**config.mk**
```make
export PLATFORM = sky130hd
export DESIGN_NAME = dwhr_ctrl
export DESIGN_NICKNAME = d
export VERILOG_FILES = /design/src/rtl/dwhr_pkg.sv /design/src/rtl/dwhr_ctrl.sv
export SDC_FILE = /design/constraint.sdc
export NUM_CORES = 1
export LEC_CHECK = 0
export ABC_AREA = 1
export BUFFER_PORTS_ARGS = -buffer_cell sky130_fd_sc_hd__buf_4
export CAP_MARGIN = 10
export CORE_MARGIN = 4
export CORE_UTILIZATION = 60
export CTS_BUF_LIST = sky130_fd_sc_hd__clkbuf_4 sky130_fd_sc_hd__clkbuf_8 sky130_fd_sc_hd__clkbuf_16
export CTS_CLUSTER_SIZE = 25
export DETAILED_ROUTE_END_ITERATION = 7
export PLACE_DENSITY = 0.82
export SYNTH_ARGS = -nofsm -noshare
export SYNTH_HDL_FRONTEND = slang
export SYNTH_SLANG_ARGS = --single-unit
```
**constraint.sdc**
```tcl
create_clock -name clk -period 6.2 [get_ports clk]
set_clock_uncertainty 0.15 [all_clocks]
set_input_delay 0.31 -clock clk [delete_from_list [all_inputs] [get_ports clk]]
set_output_delay 0.31 -clock clk [all_outputs]
set_load 0.05 [all_outputs]
```
**src/rtl/dwhr_pkg.sv**
```systemverilog
// shared types and codes for the half-rotate deque
`timescale 1ns / 1ps

package dwhr_pkg;

  localparam int OPCODE_W = 3;
  localparam int STATUS_W = 2;
  localparam int SIZE_W   = 11;
  localparam int DATA_W   = 32;

  localparam logic [OPCODE_W-1:0] OP_PUSH_FRONT = 3'd0;
  localparam logic [OPCODE_W-1:0] OP_PUSH_BACK  = 3'd1;
  localparam logic [OPCODE_W-1:0] OP_POP_FRONT  = 3'd2;
  localparam logic [OPCODE_W-1:0] OP_POP_BACK   = 3'd3;
  localparam logic [OPCODE_W-1:0] OP_SWAP       = 3'd4;

  localparam logic [STATUS_W-1:0] ST_OK    = 2'd0;
  localparam logic [STATUS_W-1:0] ST_EMPTY = 2'd1;
  localparam logic [STATUS_W-1:0] ST_FULL  = 2'd2;

  // per-request result information that travels beside the ram read
  typedef struct packed {
    logic                popped;
    logic [STATUS_W-1:0] status;
    logic [SIZE_W-1:0]   size;
  } res_info_t;

endpackage

```
**src/rtl/dwhr_ctrl.sv**
```systemverilog
// front pointer and word count, ram access decode per request
`timescale 1ns / 1ps

module dwhr_ctrl
  import dwhr_pkg::*;
#(
  parameter int CAPACITY = 1024
) (
  input  logic                        clk,
  input  logic                        rst,
  input  logic                        accept,
  input  logic [OPCODE_W-1:0]         opcode,
  output logic                        wen,
  output logic [$clog2(CAPACITY)-1:0] waddr,
  output logic                        ren,
  output logic [$clog2(CAPACITY)-1:0] raddr,
  output res_info_t                   info
);

  localparam int PW = $clog2(CAPACITY);
  localparam int CW = $clog2(CAPACITY + 1);
  localparam int SW = CW + 1;

  logic [PW-1:0] front;
  logic [PW-1:0] front_next;
  logic [CW-1:0] count;
  logic [CW-1:0] count_next;

  logic [SW-1:0] front_ext;
  logic [SW-1:0] count_ext;
  logic [PW-1:0] front_dec;
  logic [PW-1:0] front_inc;
  logic [PW-1:0] back_pos;
  logic [PW-1:0] last_pos;
  logic [PW-1:0] mid_pos;
  logic          full;
  logic          empty;

  // sums stay below twice the capacity, so one subtract wraps them
  function automatic logic [PW-1:0] wrap_pos(input logic [SW-1:0] s);
    logic [SW-1:0] r;
    r = (s >= SW'(CAPACITY)) ? s - SW'(CAPACITY) : s;
    return r[PW-1:0];
  endfunction

  always_comb begin
    front_ext = SW'(front);
    count_ext = SW'(count);
    front_dec = (front == '0) ? PW'(CAPACITY - 1) : front - PW'(1);
    front_inc = wrap_pos(front_ext + SW'(1));
    back_pos  = wrap_pos(front_ext + count_ext);
    last_pos  = wrap_pos(front_ext + count_ext - SW'(1));
    mid_pos   = wrap_pos(front_ext + (count_ext >> 1));
    full      = (count == CW'(CAPACITY));
    empty     = (count == '0);
  end

  always_comb begin
    front_next  = front;
    count_next  = count;
    wen         = 1'b0;
    waddr       = back_pos;
    ren         = 1'b0;
    raddr       = front;
    info.popped = 1'b0;
    info.status = ST_OK;
    case (opcode)
      OP_PUSH_FRONT: begin
        if (full) begin
          info.status = ST_FULL;
        end else begin
          front_next = front_dec;
          count_next = count + CW'(1);
          wen        = accept;
          waddr      = front_dec;
        end
      end
      OP_PUSH_BACK: begin
        if (full) begin
          info.status = ST_FULL;
        end else begin
          count_next = count + CW'(1);
          wen        = accept;
          waddr      = back_pos;
        end
      end
      OP_POP_FRONT: begin
        if (empty) begin
          info.status = ST_EMPTY;
        end else begin
          front_next  = front_inc;
          count_next  = count - CW'(1);
          ren         = accept;
          raddr       = front;
          info.popped = 1'b1;
        end
      end
      OP_POP_BACK: begin
        if (empty) begin
          info.status = ST_EMPTY;
        end else begin
          count_next  = count - CW'(1);
          ren         = accept;
          raddr       = last_pos;
          info.popped = 1'b1;
        end
      end
      OP_SWAP: begin
        // middle word becomes the front
        if (count > CW'(1)) begin
          front_next = mid_pos;
        end
      end
      default: begin
      end
    endcase
    info.size = SIZE_W'(count_next);
  end

  always_ff @(posedge clk) begin
    if (rst) begin
      front <= '0;
      count <= '0;
    end else if (accept) begin
      front <= front_next;
      count <= count_next;
    end
  end

endmodule

```
==> results.sh, run 1 <==
export IMPL_place_inst=683
export IMPL_post_dp_hpwl_mm=8.50
export IMPL_rrSetupSlack_ps=3780
export IMPL_vias=4085
export IMPL_synth_compound_area_share_pct=17.9
export IMPL_syn_to_final_growth_pct=11.7
export IMPL_grt_pass1_wl_mm=17.5
export IMPL_synthesis_area_um2=3280
export IMPL_core_um2=5200
export IMPL_cts_sinks=21
export IMPL_post_route_period_util_pct=54.8
export IMPL_cts_setup_buffers=0
export IMPL_hp_start="rst"
export IMPL_critPathKind="flip-flop to output pin"
export IMPL_post_drt_wl_per_cell_um=15.5
export IMPL_clockBufferDepth=2
export IMPL_ant_nets=0
export IMPL_final_cells=687
export IMPL_cp_num_buf_inv=4
export IMPL_hold_viol_final=0
export IMPL_clk_pin_slew_ps=100
export IMPL_status="finished, final reports clean"
export IMPL_num_rows=26
export IMPL_ys_seq_area_share_pct=12.8
export IMPL_post_route_util_pct=70.5
export IMPL_pin_count=42
export IMPL_grt_max_degree=22
export IMPL_grtUsageMet1_pct=43.0
export IMPL_clk_latency_ps=270
export IMPL_crit_path_frequent_cell="nand3_1"
export IMPL_synth_top_family_by_area="simple AND/OR/NAND/NOR gates"
export IMPL_busiest_layer="met2"
export IMPL_muxShareOfSynthArea_pct=0.305
export IMPL_cp_arrival_ps=2930
export IMPL_r2r_start="count[3]"
export IMPL_synthTopCellsByArea="nand2_1, dfxtp_1, nand3_1"
export IMPL_worst_r2r_endpoint="front[7]"
export IMPL_grt_ovfl_total=0
export IMPL_synth_fa_ha_area_share_pct=10.4
export IMPL_cp_top_family="adder cells"
export IMPL_drive_gt1_share_pct=12.6
export IMPL_numPortBuffers=41
export IMPL_cap_violations=0
export IMPL_synth_top_cell_area_share_pct=17.3
export IMPL_track_usage_pct=33.1
export IMPL_cts_buffers_inserted=3
export IMPL_syn_num_nets=615
export IMPL_wirelength_mm=10.6
export IMPL_start_util_pct=63.1
export IMPL_p_per_area_nw_per_um2=207
export IMPL_worstPathMaxFanout=9
export IMPL_hp_class="primary input to flip-flop"
export IMPL_final_common_cell="nand2_1"
export IMPL_final_cell_mix="nand2_1, inv_1, nand3_1"
export IMPL_routed_via_density=5.95
export IMPL_max_slew_margin_pct=57.9
export IMPL_drt_iter0_drc=320
export IMPL_crit_cells=14
export IMPL_cp_end_kind="output pin"
export IMPL_slew_violations=0
export IMPL_worst_slew_pin_slew_ps=631
export IMPL_globalRouteMet2Util_pct=53.4
export IMPL_cp_start_kind="flip-flop"
export IMPL_rr_worst_depth=11
export IMPL_die_area_um2=6720
export IMPL_crit_path_cell_trace="ha_1 > fa_1 > inv_1 > ha_1 > inv_1 > nor2_1 > nand3_1 > nor2_1 > nand3_1 > nand3_1 > nand3_1 > nand2_1 > inv_1 > buf_4"
export IMPL_die_w_um=82.0
export IMPL_setup_tns_ps=0
export IMPL_leakagePower_uw=0.00192
export IMPL_rsz0062_at_grt="no"
export IMPL_netlist_instances=583
export IMPL_netlist_cell_type_count=39
export IMPL_setup_viol=0
export IMPL_max_freq_mhz=295
export IMPL_cpPeakStageDelay_ps=530
export IMPL_diodes=0
export IMPL_period_needed_ps=3390
export IMPL_design_area_um2=3670
export IMPL_fp_dieH_um=82.0
export IMPL_hold_ws_ps=146
export IMPL_required_ps=5740
export IMPL_synth_xor_area_share_pct=4.00
export IMPL_synth_largest_area_cell="nand2_1"
export IMPL_antenna_found_initial=0
export IMPL_first_global_vias=3762
export IMPL_yosys_warnings=0
export IMPL_place_gp_congestion=0.989
export IMPL_drc=0
export IMPL_grtUsageMet3_pct=4.71
export IMPL_crit_end="raddr[8]"
export IMPL_nets=650
export IMPL_synth_simple_area_share_pct=42.5
export IMPL_cts_tree="built"
export IMPL_postCtsHoldBufs=0
export IMPL_clockRootBuffer="clkbuf_8"
export IMPL_avgSynthCellArea_um2=5.63
export IMPL_crit_start="count[0]"
export IMPL_h_tree_depth=1
export IMPL_postPlaceCellArea_um2=3620
export IMPL_critPathSlowestCell="dfxtp_1"
export IMPL_post_cts_resized=0
export IMPL_dr_pass1_iters=5
export IMPL_synth_seq_cells=21
export IMPL_ir_drop_uv=160
cells by family after synthesis:
logic type,count (synthesis)
xor gates and xnor gates,15
DFF,21
AOI/OAI and AO/OA,109
muxes,1
buffers and inverters,102
adders and majority gates,26
and+or+nand+nor,309
cells in the mapped netlist, drive strengths merged:
cell type and n:
o21bai 3, a21boi 1, nor3 11, mux2i 1, nand3 63, clkbuf 4, or2 2, nand3b 1
nand2 156, dfxtp 21, nor2 60, xnor2 6, o21ai 57, o211ai 3, a22oi 1, inv 90
xor2 9, clkinv 1, a21oi 36, o21a 1, o221ai 4, buf 7, nor4 1, a31oi 3
nand4 15, ha 24, fa 2
worst min-delay path by stage:
stage                     to  slack (ps)  depth (start not counted)
floorplan           count[0]         330                          2
global placement    front[9]         420                          2
detailed placement  front[9]         420                          2
CTS                 front[9]         150                          2
global route        front[9]         150                          2
finish              front[9]         150                          2
power by group:
group | switching, uW | internal [uW] | leakage, uW
combinational | 341 | 144 | 0.00172
sequential | 28.4 | 146 | 0.000173
clock | 52.0 | 45.0 | 0.0000255
final cells by class:
type	count	area, um^2
well taps	70	87.6
inverters	91	342
repair buffers	41	308
flip-flops and latches	21	420
clock inverters	1	5.00
clock buffers	3	41.3
multi-input cells	460	2460
fillers	484	1540
flip-flops by register name, summed over array words and instances, names as in the netlist:
register and cells:
count 11, front 10
metal layers:
metal,routed length [um],vias to the layer above,part of all wire [%]
met3,990,45,9.3
met5,0,-,0
met4,394,0,3.7
met2,4830,246,45
met1,4430,1800,42
li1,-,1994,-
metrics by stage:
| stage | power (uW) | worst slack (ps) |
|---|---|---|
| 2_1_floorplan | 527 | 3170 |
| 3_3_place_gp | 647 | 3230 |
| 3_5_place_dp | 653 | 3140 |
| 4_1_cts | 747 | 2840 |
| 5_1_grt | 805 | 2580 |
| 6_report | 757 | 2810 |
Power figures use the tool's default switching activity.
==> run 2: changes to the inputs <==
--- a/config.mk
+++ b/config.mk
@@ -9,11 +9,11 @@
 export BUFFER_PORTS_ARGS = -buffer_cell sky130_fd_sc_hd__buf_4
 export CAP_MARGIN = 10
 export CORE_MARGIN = 4
-export CORE_UTILIZATION = 60
+export CORE_UTILIZATION = 54
 export CTS_BUF_LIST = sky130_fd_sc_hd__clkbuf_4 sky130_fd_sc_hd__clkbuf_8 sky130_fd_sc_hd__clkbuf_16
 export CTS_CLUSTER_SIZE = 25
 export DETAILED_ROUTE_END_ITERATION = 7
-export PLACE_DENSITY = 0.82
+export PLACE_DENSITY = 0.78
 export SYNTH_ARGS = -nofsm -noshare
 export SYNTH_HDL_FRONTEND = slang
 export SYNTH_SLANG_ARGS = --single-unit
==> constraint.sdc (replaced) <==
create_clock -name clk -period 3 [get_ports clk]
set_clock_uncertainty 0.15 [all_clocks]
set_input_delay 0.15 -clock clk [delete_from_list [all_inputs] [get_ports clk]]
set_output_delay 0.15 -clock clk [all_outputs]
set_load 0.05 [all_outputs]
==> results.sh, run 2 (same netlist as run 1, synthesis figures left out) <==
export IMPL_worstHoldEndpoint="count[10]"
export IMPL_period_needed_ps=2840
export IMPL_drc=0
export IMPL_antenna_found_initial=0
export IMPL_cp_start_kind="flip-flop"
export IMPL_grt_pass1_wl_mm=17.8
export IMPL_wirelength_mm=10.8
export IMPL_clk_pin_slew_ps=100
export IMPL_setup_viol=0
export IMPL_drt_iter0_drc=259
export IMPL_grt_ovfl_total=0
export IMPL_ant_nets=0
export IMPL_cp_end_kind="output pin"
export IMPL_r2r_start="count[3]"
export IMPL_track_usage_pct=29.7
export IMPL_crit_cells=14
export IMPL_clockRootBuffer="clkbuf_8"
export IMPL_cpPeakStageDelay_ps=470
export IMPL_rrSetupSlack_ps=550
export IMPL_final_fill_count=591
export IMPL_critPathKind="flip-flop to output pin"
export IMPL_critPathSlowestCell="fa_2"
export IMPL_slew_violations=0
export IMPL_hp_start="accept"
export IMPL_post_drt_wl_per_cell_um=15.3
export IMPL_vias=4035
export IMPL_p_per_area_nw_per_um2=420
export IMPL_cp_arrival_ps=2540
export IMPL_rr_worst_depth=11
export IMPL_num_rows=28
export IMPL_cts_tree="built"
export IMPL_final_common_cell="nand2_1"
export IMPL_cp_num_buf_inv=4
export IMPL_diodes=0
export IMPL_drive_gt1_share_pct=15.9
export IMPL_leakagePower_uw=0.00198
export IMPL_cts_buffers_inserted=3
export IMPL_post_dp_hpwl_mm=8.53
export IMPL_worst_r2r_endpoint="front[7]"
export IMPL_hold_path_depth=4
export IMPL_required_ps=2700
export IMPL_hold_ws_ps=69.3
export IMPL_crit_start="front[0]"
export IMPL_numPortBuffers=41
export IMPL_p_total_uw=1600
export IMPL_cp_top_family="adder cells"
export IMPL_largest_register="count"
export IMPL_syn_to_final_growth_pct=15.8
export IMPL_clockBufferDepth=2
export IMPL_h_tree_depth=1
export IMPL_largest_reg_flops=11
export IMPL_die_area_um2=7390
export IMPL_hold_viol_final=0
export IMPL_hp_class="primary input to flip-flop"
export IMPL_post_route_period_util_pct=94.6
export IMPL_core_um2=5920
export IMPL_crit_path_cell_trace="ha_4 > fa_2 > inv_1 > ha_1 > inv_1 > nor2_2 > nand3_1 > nor2_2 > nand3_1 > nand3_1 > nand3_1 > nand2_1 > inv_1 > buf_4"
export IMPL_start_util_pct=55.5
export IMPL_nets=661
export IMPL_fp_dieH_um=86.0
export IMPL_worstPathMaxFanout=4
export IMPL_cts_sinks=21
export IMPL_cap_violations=0
export IMPL_max_freq_mhz=352
export IMPL_die_w_um=86.0
export IMPL_max_slew_margin_pct=59.1
export IMPL_place_gp_congestion=0.994
export IMPL_first_global_vias=3747
export IMPL_worst_slew_pin_slew_ps=613
export IMPL_pin_count=42
export IMPL_top_regs="count (11), front (10)"
export IMPL_ir_drop_uv=264
export IMPL_clk_latency_ps=280
export IMPL_routed_via_density=5.74
export IMPL_dr_pass1_iters=5
export IMPL_grt_max_degree=22
export IMPL_final_cell_mix="nand2_1, inv_1, nand3_1"
export IMPL_status="finished, final reports clean"
export IMPL_crit_path_frequent_cell="nand3_1"
==> run 2: cell count changes in the layout (fill, tap and decap cells not counted), sizes merged <==
cell	change
dlygate4sd3	+1
buf	+10
==> run 2: how the worst max path moves through the flow <==
stage / slack, ps / endpoint
2_1_floorplan: 130 / raddr[1]
3_3_place_gp: 290 / raddr[8]
3_5_place_dp: 160 / raddr[8]
4_1_cts: 9 / raddr[8]
5_1_grt: -10 / raddr[9]
6_report: 160 / raddr[8]
==> run 2: worst register-to-register path, delay by kind of cell (launching register included) <==
| kind | cells | cell delay [ps] |
|---|---|---|
| adders and majority gates | 1 | 310 |
| and+or+nand+nor | 5 | 560 |
| DFF | 1 | 450 |
| xor gates and xnor gates | 1 | 130 |
| AOI/OAI and AO/OA | 3 | 580 |
| buffers and inverters | 1 | 210 |
==> run 2: per-layer routing <==
metal	up-vias	routed length [um]	global-route usage, %
li1	2010	-	-
met1	1821	4600	35.8
met2	169	5140	51.9
met3	35	648	4.03
met4	0	384	13.5
met5	-	0	0
==> run 2: power breakdown <==
group | internal (uW) | switching [uW] | total (uW) | leakage (uW)
clock | 93.2 | 113 | 206 | 0.0000255
sequential | 304 | 46.5 | 351 | 0.000176
combinational | 320 | 720 | 1040 | 0.00178
total | 717 | 880 | 1600 | 0.00198
==> run 2: repair_timing <==
item | in CTS | in global routing
endpoints found under the setup margin | 3 | 6
setup buffers | 0 | 1
gates resized for setup | 2 | 13
pin swaps | 0 | 1
hold endpoints to repair | 1 | 0
hold buffers | 1 | 0
==> run 2: final cells by class <==
cell class	count	area [um^2]	share of cell area [%]
inverter	91	342	8.98
tap	75	93.8	2.47
sequential	21	432	11.3
clock buffer	3	41.3	1.09
multi-input combinational	460	2500	65.7
timing repair buffer	52	393	10.3
clock inverter	1	5.00	0.132
==> run 2: through the flow <==
stage	instance area (um^2)	utilization (%)	TNS, ps	setup WS, ps	std cells
5_1_grt	3800	64.2	-11.2	-11.2	703
4_1_cts	3750	63.4	0	9.18	702
3_5_place_dp	3690	62.4	0	158	697
6_report	3800	64.2	0	161	703
2_1_floorplan	3280	-	0	130	583
3_3_place_gp	3690	62.4	0	293	697
